[src/rtl/utf8_stream_decoder_defines.svh]
// assertion macros shared by the utf8 stream decoder rtl
// needs clk and rst_n in the scope where a macro is used
`ifndef UTF8_STREAM_DECODER_DEFINES_SVH
`define UTF8_STREAM_DECODER_DEFINES_SVH

// condition must hold at every clock edge out of reset
`define UTF8SD_ASSERT_ALWAYS(label, cond, msg) \
    label: assert property (@(posedge clk) disable iff (!rst_n) (cond)) \
        else $error(msg);

// consequent must hold in the same cycle as the antecedent
`define UTF8SD_ASSERT_IMPL(label, ante, cons, msg) \
    label: assert property (@(posedge clk) disable iff (!rst_n) (ante) |-> (cons)) \
        else $error(msg);

`endif

[src/rtl/utf8sd_pkg.sv]
// types and constants for the utf8 stream decoder
// no dependencies
`default_nettype none

package utf8sd_pkg;

    localparam int unsigned ByteW     = 8;
    localparam int unsigned CpW       = 21;
    localparam int unsigned LenW      = 3;
    localparam int unsigned MaxResults = 4;
    localparam int unsigned CntW      = $clog2(MaxResults + 1);

    // byte class masks and patterns
    localparam logic [ByteW-1:0] ContMask  = 8'hC0;
    localparam logic [ByteW-1:0] ContPat   = 8'h80;
    localparam logic [ByteW-1:0] Lead2Mask = 8'hE0;
    localparam logic [ByteW-1:0] Lead2Pat  = 8'hC0;
    localparam logic [ByteW-1:0] Lead3Mask = 8'hF0;
    localparam logic [ByteW-1:0] Lead3Pat  = 8'hE0;
    localparam logic [ByteW-1:0] Lead4Mask = 8'hF8;
    localparam logic [ByteW-1:0] Lead4Pat  = 8'hF0;
    localparam logic [ByteW-1:0] AsciiMask = 8'h80;
    localparam logic [ByteW-1:0] EndByte   = 8'h00;

    // continuations an open sequence needs in total, set from its lead byte
    localparam logic [1:0] NeedNone  = 2'd0;
    localparam logic [1:0] NeedOne   = 2'd1;
    localparam logic [1:0] NeedTwo   = 2'd2;
    localparam logic [1:0] NeedThree = 2'd3;

    localparam logic [LenW-1:0] LenSingle = 3'd1;

    typedef struct packed {
        logic [CpW-1:0]  cp;
        logic [LenW-1:0] len;
        logic            last;
    } result_t;

endpackage

`default_nettype wire

[src/rtl/utf8_stream_decoder.sv]
// a byte's beat is registered in the input register, then decoded into the result list on the output
// throughput: one byte per cycle while each byte yields at most one result and cp_stall is low
// a broken sequence drains up to four results and end of text up to three, one per cycle while
// cp_stall is low, holding off input meanwhile; the result list register sets this figure
// reset: asynchronous active-low, clears the open sequence and all valid flags
`default_nettype none

`include "utf8_stream_decoder_defines.svh"

module utf8_stream_decoder (
    input  wire logic                         clk,
    input  wire logic                         rst_n,
    input  wire logic                         byte_valid,
    output logic                              byte_stall,
    input  wire logic [utf8sd_pkg::ByteW-1:0] text_byte,
    output logic                              cp_valid,
    input  wire logic                         cp_stall,
    output logic [utf8sd_pkg::CpW-1:0]        code_point,
    output logic [utf8sd_pkg::LenW-1:0]       seq_length,
    output logic                              last_of_run
);
    import utf8sd_pkg::*;

    // input register
    logic             in_vld_reg, in_vld_next;
    logic [ByteW-1:0] in_byte_reg;

    // open sequence
    logic [ByteW-1:0] held_lead_reg, held_lead_next;
    logic [ByteW-1:0] held_cont_reg [2];
    logic [1:0]       held_count_reg, held_count_next;
    logic [1:0]       needed_reg, needed_next;
    logic             cont_wr;
    logic             cont_idx;
    logic             seq_open;

    // result list, entry 0 is on the output
    result_t          res_reg [MaxResults];
    result_t          res_next [MaxResults];
    logic [CntW-1:0]  res_cnt_reg, res_cnt_next;

    logic             in_take, out_take, list_free, fire;
    result_t          dec_res [MaxResults];
    logic [CntW-1:0]  dec_cnt;

    assign out_take  = cp_valid && !cp_stall;
    assign list_free = (res_cnt_reg == '0) || (res_cnt_reg == CntW'(1) && out_take);
    assign fire      = in_vld_reg && list_free;
    assign byte_stall = in_vld_reg && !list_free;
    assign in_take   = byte_valid && !byte_stall;
    assign seq_open  = (held_count_reg != 2'd0);

    assign cp_valid    = (res_cnt_reg != '0);
    assign code_point  = res_reg[0].cp;
    assign seq_length  = res_reg[0].len;
    assign last_of_run = res_reg[0].last;

    // decode one byte against the open sequence
    always_comb
    begin
        logic [ByteW-1:0] b;
        logic [1:0]       conts;
        logic [CntW-1:0]  n;
        logic             raw;
        b     = in_byte_reg;
        conts = held_count_reg - 2'd1;
        n     = '0;
        raw   = 1'b0;
        held_lead_next  = held_lead_reg;
        held_count_next = held_count_reg;
        needed_next     = needed_reg;
        cont_wr  = 1'b0;
        cont_idx = conts[0];
        for (int k = 0; k < MaxResults; k++)
        begin
            dec_res[k] = '{cp: '0, len: LenSingle, last: 1'b0};
        end

        if (held_count_reg != 2'd0 && (b & ContMask) == ContPat)
        begin
            if ({1'b0, conts} + 3'd1 >= {1'b0, needed_reg})
            begin
                unique case (needed_reg)
                    NeedOne:
                        dec_res[0].cp = CpW'({held_lead_reg[4:0], b[5:0]});
                    NeedTwo:
                        dec_res[0].cp = CpW'({held_lead_reg[3:0], held_cont_reg[0][5:0],
                                              b[5:0]});
                    default:
                        dec_res[0].cp = CpW'({held_lead_reg[2:0], held_cont_reg[0][5:0],
                                              held_cont_reg[1][5:0], b[5:0]});
                endcase
                dec_res[0].len  = {1'b0, needed_reg} + LenW'(1);
                n = CntW'(1);
                held_lead_next  = '0;
                held_count_next = 2'd0;
                needed_next     = NeedNone;
            end
            else
            begin
                cont_wr         = 1'b1;
                held_count_next = held_count_reg + 2'd1;
            end
        end
        else
        begin
            // broken sequence: lead, then each held continuation, as single bytes
            if (held_count_reg != 2'd0)
            begin
                dec_res[0].cp = CpW'(held_lead_reg);
                dec_res[1].cp = CpW'(held_cont_reg[0]);
                dec_res[2].cp = CpW'(held_cont_reg[1]);
                n = CntW'(held_count_reg);
                held_lead_next  = '0;
                held_count_next = 2'd0;
                needed_next     = NeedNone;
            end
            if (b == EndByte)
            begin
                raw = 1'b0;
            end
            else if ((b & AsciiMask) == '0)
            begin
                raw = 1'b1;
            end
            else if ((b & Lead2Mask) == Lead2Pat)
            begin
                held_lead_next = b; held_count_next = 2'd1; needed_next = NeedOne;
            end
            else if ((b & Lead3Mask) == Lead3Pat)
            begin
                held_lead_next = b; held_count_next = 2'd1; needed_next = NeedTwo;
            end
            else if ((b & Lead4Mask) == Lead4Pat)
            begin
                held_lead_next = b; held_count_next = 2'd1; needed_next = NeedThree;
            end
            else
            begin
                raw = 1'b1;
            end
            if (raw)
            begin
                dec_res[n[1:0]].cp = CpW'(b);
                n = n + CntW'(1);
            end
        end

        if (n != '0)
        begin
            dec_res[n[1:0] - 2'd1].last = 1'b1;
        end
        dec_cnt = n;
    end

    // result list: load on decode, otherwise shift down as beats leave
    always_comb
    begin
        res_next     = res_reg;
        res_cnt_next = res_cnt_reg;
        if (fire)
        begin
            res_next     = dec_res;
            res_cnt_next = dec_cnt;
        end
        else if (out_take)
        begin
            for (int k = 0; k < MaxResults - 1; k++)
            begin
                res_next[k] = res_reg[k+1];
            end
            res_cnt_next = res_cnt_reg - CntW'(1);
        end
    end

    always_comb
    begin
        in_vld_next = in_vld_reg;
        if (in_take)
        begin
            in_vld_next = 1'b1;
        end
        else if (fire)
        begin
            in_vld_next = 1'b0;
        end
    end

    always_ff @(posedge clk or negedge rst_n)
    begin
        if (!rst_n)
        begin
            in_vld_reg     <= 1'b0;
            res_cnt_reg    <= '0;
            held_lead_reg  <= '0;
            held_count_reg <= 2'd0;
            needed_reg     <= NeedNone;
        end
        else
        begin
            in_vld_reg  <= in_vld_next;
            res_cnt_reg <= res_cnt_next;
            if (fire)
            begin
                held_lead_reg  <= held_lead_next;
                held_count_reg <= held_count_next;
                needed_reg     <= needed_next;
            end
        end
    end

    always_ff @(posedge clk)
    begin
        if (in_take)
        begin
            in_byte_reg <= text_byte;
        end
        if (fire && cont_wr)
        begin
            held_cont_reg[cont_idx] <= in_byte_reg;
        end
        res_reg <= res_next;
    end

    `UTF8SD_ASSERT_ALWAYS(a_cnt_range, res_cnt_reg <= CntW'(MaxResults), "result count overflow")
    `UTF8SD_ASSERT_IMPL(a_open_seq, seq_open, held_count_reg <= needed_reg, "sequence overfull")
    `UTF8SD_ASSERT_IMPL(a_last_tail, res_cnt_reg == CntW'(1), last_of_run, "tail not last")
    `UTF8SD_ASSERT_IMPL(a_stall_busy, byte_stall, res_cnt_reg != '0 && in_vld_reg, "idle stall")

endmodule

`default_nettype wire
[config.mk]
export PLATFORM = sky130hd
export DESIGN_NAME = utf8_stream_decoder
export DESIGN_NICKNAME = d
export VERILOG_FILES = /design/src/rtl/utf8sd_pkg.sv /design/src/rtl/utf8_stream_decoder.sv
export VERILOG_INCLUDE_DIRS = /design/src /design/src/rtl
export SDC_FILE = /design/constraint.sdc
export NUM_CORES = 1
export LEC_CHECK = 0
export ABC_AREA = 1
export CORE_ASPECT_RATIO = 1.5
export CORE_MARGIN = 2
export CORE_UTILIZATION = 50
export DETAILED_ROUTE_END_ITERATION = 10
export DONT_BUFFER_PORTS = 1
export SLEW_MARGIN = 10
export SYNTH_ARGS = -nofsm -noshare
export SYNTH_HDL_FRONTEND = slang
export SYNTH_SLANG_ARGS = --single-unit
[constraint.sdc]
create_clock -name clk -period 2.9 [get_ports clk]
set_input_delay 0.58 -clock clk [delete_from_list [all_inputs] [get_ports clk]]
set_output_delay 0.58 -clock clk [all_outputs]
set_load 0.05 [all_outputs]
## Word-level counts from Yosys, hierarchy flattened

Memory sizes are Yosys's and may differ from the RTL's.
Cells that the tools add are included.

| operators by class | value |
|---|---|
| $add $sub $neg | 7 |
| reduce and logical (&&, ||, !) cells | 22 |
| magnitude comparators | 5 |
| equal/unequal tests | 8 |
| mux-type cells | 63 |
| bitwise gates (word level) | 2 |

Operator list:

| cell | number |
|---|---|
| bitwise mux 100 bit | 2 |
| two-way mux 100 bit | 2 |
| two-way mux 75 bit | 2 |
| demux 25 bit (select 2 bit) | 2 |
| two-way mux 8 bit | 11 |
| two-way mux 76 bit | 1 |
| two-way mux 21 bit | 3 |
| two-way mux 24 bit | 2 |
| one-hot mux 21 bit (2 select lines) | 1 |
| two-way mux 2 bit | 17 |
| two-way mux 25 bit | 1 |
| zero test 8 bit | 2 |
| two-way mux 3 bit | 5 |
| two-way mux 1 bit | 14 |
| logical AND 1 bit | 9 |
| adder 2 x 1 -> 3 bit, second input constant | 2 |
| greater-or-equal comparator 3 bit, second input constant | 2 |
| < comparator 3 x 1 -> 1 bit, second input constant | 2 |
| NOT 2 -> 3 bit | 2 |
| nonzero test 2 bit | 3 |
| nonzero test 3 bit | 2 |
| equality test 5 bit, second input constant | 1 |
| equality test 2 bit, second input constant | 2 |
| equality test 4 bit, second input constant | 1 |
| other kinds (13) | 16 |

| storage, ports and cells | value |
|---|---|
| bits in writable memories | 16 |
| logic and storage cells | 126 |
| input bits | 12 |
| bits in registers | 124 |
| memories | 1 |
| output and inout bits | 27 |

Memory list:

| name | depth | width | read ports | clocked after memory_dff | write ports | line | RTL |
|---|---|---|---|---|---|---|---|
| held_cont_reg | 2 | 8 | 2 | 0 | 1 | utf8_stream_decoder.sv:30 | `logic [ByteW-1:0] held_cont_reg [2];` |

## Logic depth before layout (Yosys ltp)

Gate-level depths: netlist of the first run.

| logic depth | value |
|---|---|
| depth in word-level cells | 18 |
| gate-level depth with buffers | 11 |
| gate-level depth less buffers | 11 |

## Least setup slack after synthesis of the first run

No wires, ideal clock.

| path | value |
|---|---|
| kind | register to register |
| from | reg res_cnt_reg[0] |
| to | reg res_reg (netlist bit code_point[0]) (enable) |
| slack | 0.033 ns |
| path buffers | 0 |
| cell stages (with the launch flop) | 9 |
| setup time | 0.399 ns |
| period minus slack after synthesis | 2.867 ns |
| data required time | 2.501 ns |
| arrival time | 2.468 ns |
| cell sequence | dfrtp_1 > inv_1 > ha_1 > nand2_1 > nand2_1 > nand2_2 > inv_2 > nor2_1 > inv_1 |

| on the way | value |
|---|---|
| word-level cells in the longest chain between the ends | 6 |
| elaborated cells between the ends (all ways) | 8 |
| classes of those cells | eq/ne (1); reduce/logical (7) |

Ends and longest elaborated chain:

| item | line | RTL |
|---|---|---|
| start: declaration | utf8_stream_decoder.sv:40 | `logic [CntW-1:0] res_cnt_reg, res_cnt_next;` |
| start signal: assignment | utf8_stream_decoder.sv:202 | `res_cnt_reg <= res_cnt_next;` |
| nonzero test 3 bit | utf8_stream_decoder.sv:53 | `assign cp_valid = (res_cnt_reg != '0);` |
| net cp_valid | utf8_stream_decoder.sv:16 | `output logic cp_valid,` |
| logical AND 1 bit | utf8_stream_decoder.sv:46 | `assign out_take = cp_valid && !cp_stall;` |
| logical AND 1 bit | utf8_stream_decoder.sv:47 | `assign list_free = (res_cnt_reg == '0) \|\| (res_cnt_reg == CntW'(1) && out_take);` |
| logical OR 1 bit | utf8_stream_decoder.sv:47 |  |
| logical AND 1 bit | utf8_stream_decoder.sv:48 | `assign fire = in_vld_reg && list_free;` |
| net fire | utf8_stream_decoder.sv:42 | `logic in_take, out_take, list_free, fire;` |
| nonzero test 2 bit (no source line) | -- |  |
| end signal: assignment | utf8_stream_decoder.sv:222 | `res_reg <= res_next;` |
| end: declaration | utf8_stream_decoder.sv:38 | `result_t res_reg [MaxResults];` |

The timed path passes the listed nets, and every way through them passes these cells.
A chain may end at the register's enable or synchronous reset.

## Worst setup path in the final report of the first run

| path | value |
|---|---|
| from | reg held_count_reg[0] |
| to | mem held_cont_reg[1][7] (enable) |

| on the way | value |
|---|---|
| word-level cells in the longest chain between the ends | 8 |
| elaborated cells between the ends (all ways) | 10 |
| classes of those cells | add/sub (2); order compare (1); mux (4); reduce/logical (3) |

Ends and longest elaborated chain:

| item | line | RTL |
|---|---|---|
| start: declaration | utf8_stream_decoder.sv:31 | `logic [1:0] held_count_reg, held_count_next;` |
| start signal: assignment | utf8_stream_decoder.sv:206 | `held_count_reg <= held_count_next;` |
| subtractor 2 x 1 -> 2 bit | utf8_stream_decoder.sv:66 | `conts = held_count_reg - 2'd1;` |
| adder 2 x 1 -> 3 bit | utf8_stream_decoder.sv:81 | `if ({1'b0, conts} + 3'd1 >= {1'b0, needed_reg})` |
| greater-or-equal comparator 3 x 2 -> 1 bit | utf8_stream_decoder.sv:81 |  |
| two-way mux 1 bit | utf8_stream_decoder.sv:81 |  |
| two-way mux 1 bit | utf8_stream_decoder.sv:79 | `if (held_count_reg != 2'd0 && (b & ContMask) == ContPat)` |
| logical AND 1 bit | utf8_stream_decoder.sv:218 | `if (fire && cont_wr)` |
| two-way mux 1 bit | utf8_stream_decoder.sv:218 |  |
| two-way mux 1 bit (implied by the code) | utf8_stream_decoder.sv:220 | `held_cont_reg[cont_idx] <= in_byte_reg;` |
| end: declaration | utf8_stream_decoder.sv:30 |  |

Parallel ways exist; a longest one is shown, timed or not.

==> flow_summary.yaml, run 1 <==
clock_network:
  clk_pin_slew_ps: 70
  cts_buffers: 9
  htree_levels: 3
  clk_latency_ps: 350
  clockRootBuffer: "clkbuf_16"
  clock_sinks: 92
  cts_tree: "yes"
  postCtsResizedCells: 0
  cts_buffer_depth: 2
floorplan:
  start_util_pct: 50.8
  coreArea_um2: 9580
  row_count: 44
  fp.dieH_um: 125
  die_x_um: 84.6
  io_pins: 39
  dieArea_um2: 10600
place:
  globalplace.congestion: 0.877
  pre_cts_ws_ps: 415
  hpwl_um: 8600
  dp.cells: 620
  io_buffers: 0
timing:
  fmax_mhz: 399
  report.final.slew_viol_count: 0
  hold_viol_final: 0
  slew_headroom_pct: 46.1
  timing.final.ws_setup_ps: 396
  finalSetupTns_ps: 0
  whs_ps: 319
  fin_skew_ps: 5.49
  setup_violations: 0
  rsz0062_at_grt: "no"
  fin_crit_sh_pct: 86.4
  tightestPinTransition_ps: 806
  post-route-min-period_ps: 2500
setup_path:
  worst-setup-path-type: "reg2reg"
  crit_path_end_kind: "flip-flop"
  cp_max_fo: 15
  worstPathRequired_ps: 2910
  crit_top_cell: "inv_1"
  crit_chain: "inv_1, ha_1, inv_2, o21ai_0, o21bai_2, inv_1, nand4_1, inv_1"
  rrSetupSlack_ps: 400
  critPathMaxStageDelay_ps: 610
  crit_arrival_ps: 2510
  startpoint_type: "flip-flop"
  cp_slowest_cell: "ha_1"
finish:
  drive_above_1_share_pct: 10.2
  antenna_cells: 0
  mostFrequentLayoutCells: "177 x nand2_1, 76 x edfxtp_1, 53 x inv_1"
  final_util_pct: 53.6
  final_common_cell: "nand2_1"
  areaGrowthSynthToFinish_pct: 5.50
  largest_reg_flops: 27
  nNetsFinal: 541
  final_cells: 637
job:
  drv_cap: 0
routing:
  drtIter0Drc: 281
  drt_drc_violations_left: 0
  wl_um: 11700
  dr.pass1.iters: 6
  vias: 3532
  ant_nets: 0
  routedWlPerCell_um: 18.4
  viasPerCell: 5.54
synth:
  synth_top_area_cell: "edfxtp_1"
  synth_seq_area_share_pct: 55.1
  synthesis.area_um2: 4870
  ys_warn_count: 0
  avgSynthCellArea_um2: 9.15
  synth_top_cells_by_area: "edfxtp_1 47%, nand2_1 14%, dfrtp_1 8.2%"
  synthCells: 532
  ys_ff_latch: 92
  syn_nets: 556
  synth_cell_type_count: 32
  synth_top_area_share_pct: 46.9
global_route:
  overflow: 0
  grt_max_degree: 46
  grt_pass1_vias: 3477
  grt_pass1_wl_um: 18900
  antenna_found_initial: 0
  groute.usage.overall_pct: 23.6
power:
  irDropWorstVdd_uv: 701
  cellLeakagePower_nw: 2.22
  power_density_nw_per_um2: 1090
status:
  outcome: "finished, final reports clean"
hold_path:
  worstHoldPathType: "in2reg"
-- Yosys cell counts, drive strengths merged --
library cell	instances
a211oi	1
a21oi	9
a22oi	2
buf	30
clkbuf	8
dfrtp	16
edfxtp	76
ha	12
inv	59
nand2	183
nand3	36
nand4	2
nor2	44
nor3	1
o211ai	7
o21ai	33
o21bai	1
o22ai	11
xnor2	1
-- repair_timing --
item,4_1_cts,5_1_grt
setup buffers,0,0
hold buffers,1,0
endpoints found under the hold margin,16,0
-- final timing paths --
kind,startpoint,endpoint,cells after the start
worst max-delay path,held_count_reg[0],held_cont_reg[1][7],8
worst min-delay path,text_byte[0],in_byte_reg[0],0
worst max register to register,held_count_reg[0],held_cont_reg[1][7],8
worst min register to register,held_lead_reg[6],held_lead_reg[6],2
max in group asynchronous,rst_n,held_lead_reg[4],1
min in group asynchronous,rst_n,held_lead_reg[3],1
-- metrics by stage --
stage	total power, mW	area (µm²)
2_1_floorplan	4.05	4870
3_3_place_gp	4.43	4840
3_5_place_dp	4.45	4840
4_1_cts	5.62	5140
5_1_grt	5.92	5140
6_report	5.59	5140
-- report_power, final --
| part | total, mW | internal (mW) | switching [mW] | leakage, nW |
|---|---|---|---|---|
| clock network | 1.16 | 0.606 | 0.556 | 0.141 |
| logic | 1.89 | 0.544 | 1.35 | 1.14 |
| registers | 2.54 | 1.94 | 0.600 | 0.937 |
| total | 5.59 | 3.09 | 2.50 | 2.22 |
-- per-layer routing --
metal	GRT usage [%]	wire [µm]	up-vias
met3	2.98	350	35
met2	41.2	6260	93
met1	27.7	4610	1702
li1	-	-	1702
met4	12.9	527	0
met5	0	0	-
-- critical path: cells and delay by family, from the launching register on --
kind	cells	cell delay [ps]
adder cells (fa/ha/maj)	1	610
flip-flops	1	450
buffers and inverters	4	720
AND/OR/NAND/NOR	1	110
AO/OA/AOI/OAI	2	260
-- cell type report --
| type | instances | area [µm²] |
|---|---|---|
| Multi-Input combinational cell | 343 | 1710 |
| Clock buffer | 9 | 225 |
| Fill cell | 911 | 4440 |
| Sequential cell | 92 | 2680 |
| Clock inverter | 7 | 65.1 |
| Tap cell | 115 | 144 |
| Inverter | 59 | 221 |
| Timing Repair Buffer | 12 | 92.6 |
-- cell families after synthesis --
kind of cell | after synthesis | share of synthesized area [%]
adders and majority gates | 12 | 3.08
xor gates and xnor gates | 1 | 0.180
buffers and inverters | 97 | 9.87
DFF | 92 | 55.1
AOI/OAI and AO/OA | 64 | 8.12
and+or+nand+nor | 266 | 23.6
(Power assumes the default switching activity.)
==> inputs of run 2 (changes only) <==
--- a/config.mk
+++ b/config.mk
@@ -6,7 +6,7 @@
 export SDC_FILE = /design/constraint.sdc
 export NUM_CORES = 1
 export LEC_CHECK = 0
-export ABC_AREA = 1
+export ABC_AREA = 0
 export CORE_ASPECT_RATIO = 1.5
 export CORE_MARGIN = 2
 export CORE_UTILIZATION = 50
==> run 2 against run 1 <==
Against the previous run:
- power increased by 5.5%
- via count down 18%
- design area is 3.9% lower
- combinational power barely moved
- critical path type unchanged
==> flow_summary.yaml, run 2 <==
setup_path:
  crit_chain: "inv_1, ha_1, or3b_1, nor4_1, buf_4"
  r2r_cells: 5
  r2r-end: "held_cont_reg[0][0]"
  startpoint_type: "flip-flop"
  critPathMaxStageDelay_ps: 690
  crit_path_end_kind: "flip-flop"
  worstReg2RegStart: "held_count_reg[0]"
  crit_path_end: "held_cont_reg[0][0]"
  worst-setup-path-type: "reg2reg"
  cp_slowest_cell: "nor4_1"
  crit_arrival_ps: 2810
  cp-startpoint: "held_count_reg[0]"
  rrSetupSlack_ps: 140
  worstPathRequired_ps: 2950
  cp_max_fo: 9
timing:
  rsz0062_at_grt: "no"
  tightestPinTransition_ps: 828
  finalSetupTns_ps: 0
  setup_violations: 0
  hold_viol_final: 0
  report.final.slew_viol_count: 0
  fin_crit_sh_pct: 95.2
  post-route-min-period_ps: 2760
  slew_headroom_pct: 44.6
  fin_skew_ps: 10.4
  fmax_mhz: 362
  whs_ps: 334
synth:
  synthFlopType: "edfxtp_1"
  synth_edf_count: 76
  async_flop_share_pct: 17.4
  avgSynthCellArea_um2: 12.0
  syn_nets: 412
  synth_seq_area_share_pct: 57.7
  synthesis.area_um2: 4650
  yosysMostFrequentCell: "edfxtp_1"
  synth_cell_type_count: 53
  synthTopCellsByCount: "76 x edfxtp_1, 34 x nand2_1, 25 x buf_4"
  ys_warn_count: 0
  synth_top_area_share_pct: 49.1
  synth_top_cells_by_area: "edfxtp_1 49%, dfrtp_1 8.6%, buf_4 4.0%"
  ys_ff_latch: 92
  synthCells: 388
  synth_top_area_cell: "edfxtp_1"
global_route:
  antenna_found_initial: 0
  grt_pass1_wl_um: 16400
  grt_max_degree: 35
  groute.usage.overall_pct: 22.5
  overflow: 0
  grt_pass1_vias: 2938
place:
  io_buffers: 0
  hpwl_um: 6950
  dpl_cell_area_um2: 4640
  dp.cells: 471
  globalplace.congestion: 0.857
routing:
  wl_met1_um: 4360
  routedWlPerCell_um: 21.2
  dr.pass1.iters: 6
  ant_nets: 0
  route.met3.wl_um: 358
  vias: 2910
  top_layer_used: "met4"
  drt_drc_violations_left: 0
  viasPerCell: 5.98
  route.met2.wl_um: 5230
  drtIter0Drc: 224
  wl_um: 10300
clock_network:
  clk_pin_slew_ps: 60
  cts_buffer_depth: 2
  cts_buffers: 9
  postCtsResizedCells: 0
  clockRootBuffer: "clkbuf_16"
  post_cts_buffers: 0
  clock_sinks: 92
  clk_latency_ps: 340
  hold_buffers: 1
  htree_levels: 3
  cts_tree: "yes"
finish:
  areaGrowthSynthToFinish_pct: 6.16
  final_common_cell: "edfxtp_1"
  final_cell_area_um2: 4940
  nNetsFinal: 395
  mostFrequentLayoutCells: "76 x edfxtp_1, 33 x nand2_1, 22 x nor2_1"
  largest_reg_flops: 27
  final_cells: 487
  nFillCells: 794
  antenna_cells: 0
  drive_above_1_share_pct: 12.8
floorplan:
  io_pins: 39
  row_count: 43
  coreArea_um2: 9150
  start_util_pct: 50.8
  fp.dieH_um: 122
  dieArea_um2: 10100
  die_x_um: 82.7
power:
  cellLeakagePower_nw: 1.97
  irDropWorstVdd_uv: 756
  power_density_nw_per_um2: 1200
status:
  outcome: "finished, final reports clean"
hold_path:
  worstHoldPathType: "in2reg"
job:
  drv_cap: 0
run 2: changes by cell type after synthesis, sizes merged, moves of 7 or more:
cell / previous run / this run
inv: 59 / 11
o21ai: 33 / 26
a21o: 0 / 7
a22o: 0 / 7
nor2: 44 / 23
nor2b: 0 / 21
nand2: 183 / 36
mux2i: 0 / 18
and3: 0 / 9
o22ai: 11 / 1
and2: 0 / 16
nand3: 36 / 6
run 2: worst min-delay path by stage:
stage | slack [ps] | from | endpoint | depth (start not counted)
after floorplan | 280 | rst_n | held_count_reg[0] | 0
after global placement | 280 | rst_n | held_count_reg[1] | 0
after detailed placement | 290 | rst_n | held_count_reg[1] | 0
after CTS | 330 | text_byte[0] | in_byte_reg[0] | 0
after global routing | 320 | text_byte[2] | in_byte_reg[2] | 0
final | 330 | text_byte[0] | in_byte_reg[0] | 0
run 2: layout make-up:
class                           instances  area [µm²]  share of cell area, %
Clock buffer                           10         229                   4.64
Clock inverter                          5        61.3                   1.24
Inverter                               11        41.3                  0.837
Multi-Input combinational cell        243        1660                   33.7
Sequential cell                        92        2680                   54.3
Tap cell                              112         140                   2.84
Timing Repair Buffer                   14         120                   2.43
run 2: worst max-delay path: cells and delay by family (launching register included):
family | cells | cell delay (ps)
flops | 1 | 490
buf+inv | 2 | 430
simple gates | 2 | 1210
fa+ha+maj | 1 | 320
run 2: kinds of logic after synthesis:
group	count (synthesis)	synth area share, %
AO/OA/AOI/OAI	84	13.2
adder cells (fa/ha/maj)	12	3.23
buffers and inverters	53	6.62
flip-flops	92	57.7
multiplexers	19	4.12
AND/OR/NAND/NOR	128	15.2
run 2: metrics by stage:
stage                     utilization (%)  power (mW)  setup slack (ps)
after detailed placement             50.7        4.77               216
after global routing                 54.0        6.24              43.3
after CTS                            54.0        5.93               188
after global placement               50.7        4.72               244
after floorplan                         -        4.35               177
final                                54.0        5.90               138
run 2: power by group:
| group | internal, mW | total (mW) | leakage, nW | switching [mW] |
|---|---|---|---|---|
| clock | 0.668 | 1.16 | 0.143 | 0.490 |
| sequential | 2.05 | 2.83 | 0.933 | 0.777 |
| combinational | 0.710 | 1.92 | 0.891 | 1.21 |
run 2: per-layer routing:
layer / track usage [%] / vias to the layer above
met1: 29.0 / 1453
li1: - / 1348
met5: 0 / -
met3: 3.85 / 26
met4: 10.5 / 0
met2: 36.5 / 83
==> inputs of run 3 (changes only) <==
--- a/config.mk
+++ b/config.mk
@@ -8,7 +8,7 @@
 export LEC_CHECK = 0
 export ABC_AREA = 0
 export CORE_ASPECT_RATIO = 1.5
-export CORE_MARGIN = 2
+export CORE_MARGIN = 3
 export CORE_UTILIZATION = 50
 export DETAILED_ROUTE_END_ITERATION = 10
 export DONT_BUFFER_PORTS = 1
==> run 3 against run 2 <==
Against the previous run:
- global-route usage decreased by 1.2 points
- routed wire length increased by 1.6%
- via count increased by 0.48%
- design area increased by 1.9%
- register-to-register slack improved by 170 ps
- count of clock-buffer cells in the layout unchanged
- maximum frequency increased by 6.5%
- sequential power decreased by 2%
==> flow_summary.yaml, run 3 (same netlist as run 2, synthesis figures left out) <==
status:
  outcome: "finished, final reports clean"
clock_network:
  clk_latency_ps: 350
  cts_buffers: 9
  cts_buffer_depth: 2
  htree_levels: 3
  hold_buffers: 1
  postCtsResizedCells: 0
  clock_sinks: 92
  cts_tree: "yes"
  clockRootBuffer: "clkbuf_16"
  clk_pin_slew_ps: 70
  post_cts_buffers: 0
finish:
  final_common_cell: "edfxtp_1"
  mostFrequentLayoutCells: "76 x edfxtp_1, 33 x nand2_1, 22 x nor2_1"
  largest_reg_flops: 27
  nNetsFinal: 403
  final_cells: 494
  regArea_um2: 2680
  nFillCells: 778
  antenna_cells: 0
  drive_above_1_share_pct: 14.8
  areaGrowthSynthToFinish_pct: 8.18
  multi_input_area_um2: 1660
setup_path:
  worstReg2RegStart: "held_count_reg[1]"
  cp_max_fo: 5
  crit_arrival_ps: 2660
  startpoint_type: "flip-flop"
  worst-setup-path-type: "reg2reg"
  crit_path_end_kind: "flip-flop"
  worstPathRequired_ps: 2970
  cp-startpoint: "held_count_reg[1]"
floorplan:
  row_count: 42
  start_util_pct: 52.0
  coreArea_um2: 8930
  die_x_um: 84.7
  dieArea_um2: 10500
  io_pins: 39
  fp.dieH_um: 124
hold_path:
  worstHoldPathType: "in2reg"
  min-delay-start: "text_byte[5]"
routing:
  vias: 2924
  drtIter0Drc: 208
  routedWlPerCell_um: 21.2
  wl_um: 10500
  dr.pass1.iters: 4
  ant_nets: 0
  drt_drc_violations_left: 0
  viasPerCell: 5.92
global_route:
  grt_max_degree: 30
  groute.usage.overall_pct: 21.3
  antenna_found_initial: 0
  grt_pass1_vias: 2929
  overflow: 0
  grt_pass1_wl_um: 16600
power:
  power_density_nw_per_um2: 1220
  irDropWorstVdd_uv: 669
  cellLeakagePower_nw: 2.02
timing:
  fin_skew_ps: 6.47
  hold_viol_final: 0
  report.final.slew_viol_count: 0
  rsz0062_at_grt: "no"
  whs_ps: 322
  post-route-min-period_ps: 2590
  setup_violations: 0
  fin_crit_sh_pct: 89.5
  tightestPinTransition_ps: 1070
  slew_headroom_pct: 28.1
  finalSetupTns_ps: 0
  fmax_mhz: 385
place:
  hpwl_um: 7180
  globalplace.congestion: 0.821
  dp.cells: 477
  io_buffers: 0
job:
  drv_cap: 0
## run 3: worst max-delay path: stages (launching register included)
cell     delay, ps
dfrtp_1        420
inv_1          120
ha_1           360
and3_1         220
o41ai_4         90
nor4_1         820
buf_4          280
## run 3: through the flow
step / setup slack [ps] / util (%) / total power [mW] / instance area [µm²]
6_report: 306 / 56.3 / 6.11 / 5030
5_1_grt: 199 / 56.3 / 6.44 / 5030
4_1_cts: 308 / 56.3 / 6.15 / 5030
3_5_place_dp: 317 / 52.5 / 4.86 / 4690
3_3_place_gp: 396 / 52.5 / 4.81 / 4690
2_1_floorplan: 177 / - / 4.35 / 4650
## run 3: final cells by class
cell class / count / area share, %
inverter: 11 / 0.821
sequential: 92 / 53.3
clock buffer: 10 / 4.55
multi-input combinational: 243 / 33.0
tap: 110 / 2.74
clock inverter: 6 / 1.94
timing repair buffer: 22 / 3.58
## run 3: path summary, 6_finish.rpt
| check | end | slack [ps] | cells after the start |
|---|---|---|---|
| max | held_cont_reg[1][3] | 310 | 6 |
| min | in_byte_reg[5] | 320 | 0 |
| max reg2reg | held_cont_reg[1][3] | 310 | 6 |
| min reg2reg | held_lead_reg[6] | 480 | 1 |
| max in group asynchronous | held_lead_reg[0] | 1660 | 1 |
| min in group asynchronous | needed_reg[0] | 750 | 1 |
## run 3: metal layers
layer | global-route usage, % | vias to the layer above | part of all wire [%] | routed length [µm]
li1 | - | 1368 | - | -
met1 | 25.1 | 1463 | 41 | 4340
met2 | 38.0 | 79 | 53 | 5590
met3 | 4.24 | 14 | 3.4 | 359
met4 | 8.32 | 0 | 1.9 | 200
met5 | 0 | - | 0 | 0
## run 3: power breakdown
part	leakage, nW	internal, mW	switching [mW]
registers	0.933	2.05	0.718
clock network	0.159	0.766	0.517
logic	0.928	0.769	1.30
total	2.02	3.58	2.53
